**src/sv/nmea_pkg.sv**
```systemverilog
// Package for the NMEA sentence deframer: character codes, phase and status
// codes, and the result item type.
// No dependencies.
package nmea_pkg;

  localparam logic [7:0] CH_DOLLAR = 8'h24;
  localparam logic [7:0] CH_BANG   = 8'h21;
  localparam logic [7:0] CH_STAR   = 8'h2A;
  localparam logic [7:0] CH_CR     = 8'h0D;
  localparam logic [7:0] CH_LF     = 8'h0A;
  localparam logic [7:0] CH_COMMA  = 8'h2C;

  localparam logic [7:0] COMMA_POS   = 8'd6;
  localparam logic [7:0] MAX_LEN_RST = 8'd82;
  localparam int unsigned CNT_OUT_W  = 16;

  typedef enum logic [1:0] {
    PH_HUNT    = 2'd0,
    PH_HEADER  = 2'd1,
    PH_PAYLOAD = 2'd2,
    PH_HEX     = 2'd3
  } phase_e;

  typedef enum logic [2:0] {
    ST_OK     = 3'd0,
    ST_CKSUM  = 3'd1,
    ST_HEADER = 3'd2,
    ST_FIELD  = 3'd3,
    ST_LONG   = 3'd4
  } status_e;

  typedef struct packed {
    logic                 kind;
    logic [7:0]           data_byte;
    status_e              status;
    logic                 bang_start;
    logic                 cksum_seen;
    logic [7:0]           cksum_calc;
    logic [7:0]           cksum_rcvd;
    logic [7:0]           sentence_length;
    logic [CNT_OUT_W-1:0] ok_count;
    logic [CNT_OUT_W-1:0] format_error_count;
    logic [CNT_OUT_W-1:0] checksum_error_count;
    logic [CNT_OUT_W-1:0] overflow_count;
  } result_t;

endpackage

```
**src/sv/nmea_sentence_deframer.sv**
```systemverilog
// NMEA 0183 sentence deframer with XOR checksum check and error counters.
// Depends on nmea_pkg.
//
// Channel  Direction  Handshake               Payload
// in       input      in_valid_i / in_stall_o  rx_byte_i
// out      output     out_valid_o / out_stall_i kind_o .. overflow_count_o
// cfg      input      cfg_valid_i / cfg_ready_o cfg_data_i (max_sentence_len)
//
// One byte is taken in every cycle while in_stall_o is low; its result, if any, is
// registered into the result register, or into the skid register when that one holds an untaken item.
// A two-entry output buffer (result register plus skid register) sets the
// stall: in_stall_o rises only while both entries hold an item.
// Reset clears the phase, the sentence state and the counters, and sets the
// maximum length to 82. The configuration port is always ready.
module nmea_sentence_deframer #(
  parameter int unsigned COUNTER_WIDTH = 16
) (
  input  logic        clk_i,
  input  logic        rst_ni,
  input  logic        in_valid_i,
  output logic        in_stall_o,
  input  logic [7:0]  rx_byte_i,
  output logic        out_valid_o,
  input  logic        out_stall_i,
  output logic        kind_o,
  output logic [7:0]  data_byte_o,
  output logic [2:0]  status_o,
  output logic        bang_start_o,
  output logic        cksum_seen_o,
  output logic [7:0]  cksum_calc_o,
  output logic [7:0]  cksum_rcvd_o,
  output logic [7:0]  sentence_length_o,
  output logic [15:0] ok_count_o,
  output logic [15:0] format_error_count_o,
  output logic [15:0] checksum_error_count_o,
  output logic [15:0] overflow_count_o,
  input  logic        cfg_valid_i,
  output logic        cfg_ready_o,
  input  logic [7:0]  cfg_data_i
);

  function automatic logic [4:0] hex_decode(input logic [7:0] b);
    logic [4:0] r;
    r = '0;
    if (b >= 8'h30 && b <= 8'h39) begin
      r = {1'b1, 4'(b - 8'h30)};
    end else if (b >= 8'h41 && b <= 8'h46) begin
      r = {1'b1, 4'(b - 8'h37)};
    end else if (b >= 8'h61 && b <= 8'h66) begin
      r = {1'b1, 4'(b - 8'h57)};
    end
    return r;
  endfunction

  logic [7:0]               max_len_q;
  nmea_pkg::phase_e         phase_q, phase_d;
  logic [7:0]               pos_q, pos_d;
  logic [7:0]               xor_q, xor_d;
  logic [7:0]               hex_q, hex_d;
  logic [1:0]               hcnt_q, hcnt_d;
  logic                     hbad_q, hbad_d;
  logic                     bang_q, bang_d;
  logic [COUNTER_WIDTH-1:0] ok_q, ok_d, fmt_q, fmt_d, chk_q, chk_d, ovf_q, ovf_d;
  logic [COUNTER_WIDTH-1:0] cnt_sum;

  nmea_pkg::result_t        main_q, skid_q, res;
  logic                     main_v_q, skid_v_q;

  logic                     in_acc, pop, push, fin, do_begin;
  logic                     term, startc, too_long;
  logic [4:0]               hexd;
  nmea_pkg::status_e        st;

  assign in_acc = in_valid_i && !skid_v_q;
  assign pop    = main_v_q && !out_stall_i;
  assign term   = (rx_byte_i == nmea_pkg::CH_CR) || (rx_byte_i == nmea_pkg::CH_LF);
  assign startc = (rx_byte_i == nmea_pkg::CH_DOLLAR) || (rx_byte_i == nmea_pkg::CH_BANG);
  assign too_long = ({1'b0, pos_q} + 9'd1) > {1'b0, max_len_q};
  assign hexd   = hex_decode(rx_byte_i);

  always_comb begin
    phase_d  = phase_q;
    pos_d    = pos_q;
    xor_d    = xor_q;
    hex_d    = hex_q;
    hcnt_d   = hcnt_q;
    hbad_d   = hbad_q;
    bang_d   = bang_q;
    ok_d     = ok_q;
    fmt_d    = fmt_q;
    chk_d    = chk_q;
    ovf_d    = ovf_q;
    push     = 1'b0;
    fin      = 1'b0;
    do_begin = 1'b0;
    st       = nmea_pkg::ST_OK;

    unique case (phase_q)
      nmea_pkg::PH_HUNT: begin
        do_begin = startc;
      end
      nmea_pkg::PH_HEADER: begin
        priority if (startc) begin
          fin      = 1'b1;
          st       = nmea_pkg::ST_HEADER;
          do_begin = 1'b1;
        end else if (term) begin
          fin = 1'b1;
          st  = nmea_pkg::ST_HEADER;
        end else if (too_long) begin
          fin = 1'b1;
          st  = nmea_pkg::ST_LONG;
        end else if (pos_q >= nmea_pkg::COMMA_POS && rx_byte_i != nmea_pkg::CH_COMMA) begin
          fin = 1'b1;
          st  = nmea_pkg::ST_HEADER;
        end else begin
          if (pos_q >= nmea_pkg::COMMA_POS) begin
            phase_d = nmea_pkg::PH_PAYLOAD;
          end
          pos_d = pos_q + 8'd1;
          xor_d = xor_q ^ rx_byte_i;
          push  = 1'b1;
        end
      end
      nmea_pkg::PH_PAYLOAD: begin
        priority if (term) begin
          fin = 1'b1;
          st  = nmea_pkg::ST_OK;
        end else if (too_long) begin
          fin = 1'b1;
          st  = nmea_pkg::ST_LONG;
        end else begin
          pos_d = pos_q + 8'd1;
          if (rx_byte_i == nmea_pkg::CH_STAR) begin
            phase_d = nmea_pkg::PH_HEX;
            hex_d   = '0;
            hcnt_d  = '0;
            hbad_d  = 1'b0;
          end else begin
            xor_d = xor_q ^ rx_byte_i;
            push  = 1'b1;
          end
        end
      end
      nmea_pkg::PH_HEX: begin
        priority if (term) begin
          fin = 1'b1;
          if (hbad_q || hcnt_q != 2'd2) begin
            st = nmea_pkg::ST_FIELD;
          end else if (hex_q == xor_q) begin
            st = nmea_pkg::ST_OK;
          end else begin
            st = nmea_pkg::ST_CKSUM;
          end
        end else if (too_long) begin
          fin = 1'b1;
          st  = nmea_pkg::ST_LONG;
        end else begin
          pos_d = pos_q + 8'd1;
          if (!hexd[4] || hcnt_q >= 2'd2) begin
            hbad_d = 1'b1;
          end else begin
            hex_d = {hex_q[3:0], hexd[3:0]};
          end
          if (hcnt_q != 2'd3) begin
            hcnt_d = hcnt_q + 2'd1;
          end
        end
      end
    endcase

    if (fin) begin
      push    = 1'b1;
      phase_d = nmea_pkg::PH_HUNT;
      unique case (st)
        nmea_pkg::ST_OK:    ok_d  = ok_q + COUNTER_WIDTH'(1);
        nmea_pkg::ST_CKSUM: chk_d = chk_q + COUNTER_WIDTH'(1);
        nmea_pkg::ST_LONG:  ovf_d = ovf_q + COUNTER_WIDTH'(1);
        default:            fmt_d = fmt_q + COUNTER_WIDTH'(1);
      endcase
    end

    if (do_begin) begin
      phase_d = nmea_pkg::PH_HEADER;
      pos_d   = 8'd1;
      xor_d   = '0;
      hex_d   = '0;
      hcnt_d  = '0;
      hbad_d  = 1'b0;
      bang_d  = (rx_byte_i == nmea_pkg::CH_BANG);
    end

    res.kind                 = fin;
    res.data_byte            = fin ? 8'd0 : rx_byte_i;
    res.status               = st;
    res.bang_start           = bang_q;
    res.cksum_seen           = fin && (phase_q == nmea_pkg::PH_HEX);
    res.cksum_calc           = fin ? xor_q : xor_d;
    res.cksum_rcvd           = (fin && phase_q == nmea_pkg::PH_HEX) ? hex_q : 8'd0;
    res.sentence_length      = fin ? pos_q : pos_d;
    res.ok_count             = nmea_pkg::CNT_OUT_W'(ok_d);
    res.format_error_count   = nmea_pkg::CNT_OUT_W'(fmt_d);
    res.checksum_error_count = nmea_pkg::CNT_OUT_W'(chk_d);
    res.overflow_count       = nmea_pkg::CNT_OUT_W'(ovf_d);
  end

  always_ff @(posedge clk_i or negedge rst_ni) begin
    if (!rst_ni) begin
      max_len_q <= nmea_pkg::MAX_LEN_RST;
    end else if (cfg_valid_i && cfg_ready_o) begin
      max_len_q <= cfg_data_i;
    end
  end

  always_ff @(posedge clk_i or negedge rst_ni) begin
    if (!rst_ni) begin
      phase_q <= nmea_pkg::PH_HUNT;
      pos_q   <= '0;
      xor_q   <= '0;
      hex_q   <= '0;
      hcnt_q  <= '0;
      hbad_q  <= 1'b0;
      bang_q  <= 1'b0;
      ok_q    <= '0;
      fmt_q   <= '0;
      chk_q   <= '0;
      ovf_q   <= '0;
    end else if (in_acc) begin
      phase_q <= phase_d;
      pos_q   <= pos_d;
      xor_q   <= xor_d;
      hex_q   <= hex_d;
      hcnt_q  <= hcnt_d;
      hbad_q  <= hbad_d;
      bang_q  <= bang_d;
      ok_q    <= ok_d;
      fmt_q   <= fmt_d;
      chk_q   <= chk_d;
      ovf_q   <= ovf_d;
    end
  end

  always_ff @(posedge clk_i or negedge rst_ni) begin
    if (!rst_ni) begin
      main_v_q <= 1'b0;
      skid_v_q <= 1'b0;
    end else if (skid_v_q) begin
      if (pop) begin
        main_v_q <= 1'b1;
        skid_v_q <= 1'b0;
      end
    end else if (in_acc && push) begin
      if (!main_v_q || pop) begin
        main_v_q <= 1'b1;
      end else begin
        skid_v_q <= 1'b1;
      end
    end else if (pop) begin
      main_v_q <= 1'b0;
    end
  end

  always_ff @(posedge clk_i) begin
    if (skid_v_q) begin
      if (pop) begin
        main_q <= skid_q;
      end
    end else if (in_acc && push) begin
      if (!main_v_q || pop) begin
        main_q <= res;
      end else begin
        skid_q <= res;
      end
    end
  end

  assign in_stall_o             = skid_v_q;
  assign cfg_ready_o            = 1'b1;
  assign out_valid_o            = main_v_q;
  assign kind_o                 = main_q.kind;
  assign data_byte_o            = main_q.data_byte;
  assign status_o               = main_q.status;
  assign bang_start_o           = main_q.bang_start;
  assign cksum_seen_o           = main_q.cksum_seen;
  assign cksum_calc_o           = main_q.cksum_calc;
  assign cksum_rcvd_o           = main_q.cksum_rcvd;
  assign sentence_length_o      = main_q.sentence_length;
  assign ok_count_o             = main_q.ok_count;
  assign format_error_count_o   = main_q.format_error_count;
  assign checksum_error_count_o = main_q.checksum_error_count;
  assign overflow_count_o       = main_q.overflow_count;

  assign cnt_sum = ok_q + fmt_q + chk_q + ovf_q;

  a_skid_needs_main: assert property (@(posedge clk_i) disable iff (!rst_ni)
    skid_v_q |-> main_v_q)
    else $error("skid entry held while result register empty");

  a_count_step: assert property (@(posedge clk_i) disable iff (!rst_ni)
    (in_acc && fin) |=> cnt_sum == COUNTER_WIDTH'($past(cnt_sum) + COUNTER_WIDTH'(1)))
    else $error("status item did not advance exactly one counter");

  a_count_hold: assert property (@(posedge clk_i) disable iff (!rst_ni)
    !(in_acc && fin) |=> $stable(cnt_sum))
    else $error("counters changed without a status item");

  a_payload_clean: assert property (@(posedge clk_i) disable iff (!rst_ni)
    (main_v_q && !main_q.kind) |->
      (main_q.status == nmea_pkg::ST_OK && !main_q.cksum_seen))
    else $error("payload item carries status fields");

  a_pos_in_sentence: assert property (@(posedge clk_i) disable iff (!rst_ni)
    (phase_q != nmea_pkg::PH_HUNT) |-> (pos_q != 8'd0))
    else $error("byte position zero inside a sentence");

endmodule

```
**config.mk**
```make
export PLATFORM = sky130hd
export DESIGN_NAME = nmea_sentence_deframer
export DESIGN_NICKNAME = d
export VERILOG_FILES = /design/src/sv/nmea_pkg.sv /design/src/sv/nmea_sentence_deframer.sv
export SDC_FILE = /design/constraint.sdc
export NUM_CORES = 1
export LEC_CHECK = 0
export ABC_AREA = 0
export BUFFER_PORTS_ARGS = -buffer_cell sky130_fd_sc_hd__buf_2
export CORE_ASPECT_RATIO = 1.1
export CORE_UTILIZATION = 60
export CTS_BUF_LIST = sky130_fd_sc_hd__clkbuf_16
export DETAILED_ROUTE_END_ITERATION = 12
export GPL_TIMING_DRIVEN = 0
export HOLD_SLACK_MARGIN = 0.12
export PLACE_DENSITY = 0.8
export SETUP_SLACK_MARGIN = 0.15
export SYNTH_ARGS = -nofsm -noshare
export SYNTH_HDL_FRONTEND = slang
export SYNTH_SLANG_ARGS = --single-unit
```
**constraint.sdc**
```tcl
create_clock -name clk_i -period 12.5 [get_ports clk_i]
set_input_delay 3.75 -clock clk_i [delete_from_list [all_inputs] [get_ports clk_i]]
set_output_delay 3.75 -clock clk_i [all_outputs]
set_load 0.05 [all_outputs]
```
==> results.sh <==
export IMPL_met2_usage_pct=47.8
export IMPL_grt_max_degree=63
export IMPL_cts_resized=0
export IMPL_maxSlewHeadroom_pct=33.6
export IMPL_rsz0062_at_grt="false"
export IMPL_synthArstFlopShare_pct=33.8
export IMPL_cts_made_buffers=30
export IMPL_start_kind="input pin"
export IMPL_final_setup_viol_count=0
export IMPL_worst_slew_pin_slew_ps=986
export IMPL_antenna_found_initial=0
export IMPL_synthCells=1249
export IMPL_dieArea_mm2=0.0261
export IMPL_grt_pass1_wl_mm=58.6
export IMPL_timing_fmax_mhz=143
export IMPL_synth_area_leader_cell="edfxtp_1"
export IMPL_setup_slack_ps=5510
export IMPL_power_static_leakage_nw=7.05
export IMPL_cap_violations=0
export IMPL_netlist_area_mm2=0.0153
export IMPL_syn_to_final_growth_pct=14.1
export IMPL_criticalPathCategory="input pin to flip-flop"
export IMPL_status="complete, no violations"
export IMPL_peakVddDrop_v=0.000162
export IMPL_synth_seq_cells=308
export IMPL_clk_latency_ps=570
export IMPL_start_util_pct=61.8
export IMPL_yosys_top_cells_area="edfxtp_1 40%, dfrtp_1 17%, mux2_2 6.6%"
export IMPL_dp_cells=1689
export IMPL_cts_hold_buf=0
export IMPL_die_y_um=169
export IMPL_die_w_um=154
export IMPL_synth_edf_count=204
export IMPL_gr_usage_met3_pct=3.68
export IMPL_vias=10849
export IMPL_drive_above_1_share_pct=23.7
export IMPL_io_pin_count=126
export IMPL_hp_class="flip-flop to flip-flop"
export IMPL_drc=0
export IMPL_io_buffers=123
export IMPL_grt_busiest_layer="met2"
export IMPL_num_rows=60
export IMPL_setup_tns_ps=0
export IMPL_synth_most_common_cell="edfxtp_1"
export IMPL_syn_area_per_cell_um2=12.2
export IMPL_fillers=1750
export IMPL_synth_cell_type_count=92
export IMPL_dp_final_hpwl_mm=25.5
export IMPL_worstSetupEndpointType="flip-flop"
export IMPL_cts_setup_buffers=0
export IMPL_routedWlPerCell_um=20.8
export IMPL_vias_per_cell=6.21
export IMPL_hold_viol=0
export IMPL_drt_iter0_drc=776
export IMPL_drt_pass1_iter_count=6
export IMPL_cts_max_level=1
export IMPL_root_buffer="clkbuf_16"
export IMPL_met1_usage_pct=38.9
export IMPL_drtAntennaViolNets=0
export IMPL_p_per_area_mw_per_mm2=238
export IMPL_core_area_mm2=0.0247
export IMPL_grt_remaining_overflow=0
export IMPL_worst_ep_required_time_ps=12750
export IMPL_synth_seq_area_share_pct=57.2
export IMPL_clockBufferDepth=3
export IMPL_critical_path_arrival_ps=7240
export IMPL_ys_warn_count=0
export IMPL_fin_skew_ps=19.6
export IMPL_fin_nets=1458
export IMPL_grt_use_total_pct=28.6
export IMPL_synth_commonest_cells="204 x edfxtp_1, 108 x nand2_1, 101 x dfrtp_1, 89 x mux2_2, 74 x xnor2_1"
export IMPL_synth_fp_nets=1296
export IMPL_synth_ff_type="edfxtp_1"
export IMPL_period_share_pct=56.0
export IMPL_final_cells=1746
export IMPL_place_ws_ps=4970
export IMPL_finalPower_mw=4.15
export IMPL_drv_slew=0
export IMPL_cts_sinks=308
export IMPL_cts_tree="built"
export IMPL_synth_top_area_share_pct=40.1
export IMPL_critPathMaxFanout=28
export IMPL_period_needed_ps=6990
export IMPL_clk_pin_slew_worst_paths_ps=60
export IMPL_grt_pass1_vias=10901
export IMPL_wirelength_mm=36.3
export IMPL_place_congestion=0.951
flip-flops by register name, indices dropped and copies added, names as in the netlist, 16 cells and up:
| register | flops |
|---|---|
| checksum_error_count_o | 16 |
| chk_q | 16 |
| fmt_q | 16 |
| format_error_count_o | 16 |
| ok_count_o | 16 |
| ok_q | 16 |
| overflow_count_o | 16 |
| ovf_q | 16 |
| skid_q | 102 |
report_power, final:
part	total, mW	switching, mW	internal (mW)
clock network	0.892	0.383	0.508
logic	1.74	1.26	0.485
registers	1.51	0.101	1.41
total	4.15	1.74	2.40
worst max-delay path: stages:
cell and delay [ps]:
buf_2 160, inv_1 180, ha_1 270, mux2_2 310, and3_1 200, a21oi_1 230, a31oi_1 140, or2_2 350
clkbuf_1 290, a21o_1 330, a21boi_4 710, buf_12 280
cell usage in the layout (no fill, tap or decap), drive strengths merged, types with 26 or more instances in the layout:
cell    netlist  routed
xor2         49      49
nand4        27      27
ha           26      26
clkbuf       41      72
nor3         32      32
nand3        56      56
o21ai        37      37
nand2       108     108
mux2         90      90
and3         38      38
edfxtp      204     204
buf          26     156
dfrtp       101     101
inv          43      49
xnor2        74      74
nor2         69      69
kinds of logic after synthesis:
| kind of cell | Yosys count | share of synthesized area, % |
|---|---|---|
| simple gates | 398 | 13.7 |
| flops | 308 | 57.2 |
| compound gates | 190 | 10.0 |
| xor+xnor | 123 | 7.06 |
| buf+inv | 111 | 3.05 |
| mux | 92 | 6.80 |
| fa+ha+maj | 26 | 2.13 |
| other cells | 1 | 0.0246 |
routing by layer:
metal,part of all wire [%],up-vias
met5,0,-
met1,43,5318
met4,2.4,0
met3,6.9,81
li1,-,4969
met2,48,481
layout make-up:
cell class | count | area (um2) | share of cell area [%]
Buffer | 67 | 300 | 1.73
Sequential cell | 308 | 8730 | 50.2
Clock buffer | 31 | 776 | 4.46
Inverter | 44 | 165 | 0.949
Clock inverter | 25 | 194 | 1.11
Timing Repair Buffer | 130 | 766 | 4.40
Tap cell | 310 | 388 | 2.23
Multi-Input combinational cell | 830 | 6080 | 35.0
Antenna cell | 1 | 2.50 | 0.0144
metrics by stage:
stage	hold slack, ps	instance area (um2)	util (%)
after floorplan	436	15300	-
after global placement	447	16300	65.9
after detailed placement	468	16400	66.5
after CTS	479	17400	70.5
after global routing	492	17400	70.5
final	490	17400	70.5
path summary, 6_finish.rpt:
check                      cells past startpoint         start  slack [ps]                    to
max                                           12  rx_byte_i[0]        5510  sentence_length_o[5]
min                                            0        bang_q         490            skid_q[89]
max reg2reg                                   15      pos_q[0]        6930  sentence_length_o[5]
min reg2reg                                    0        bang_q         490            skid_q[89]
max in group asynchronous                      2        rst_ni        8530          max_len_q[6]
min in group asynchronous                      1        rst_ni        3220              hex_q[5]
Note: power is estimated with default switching activity, not from simulation.
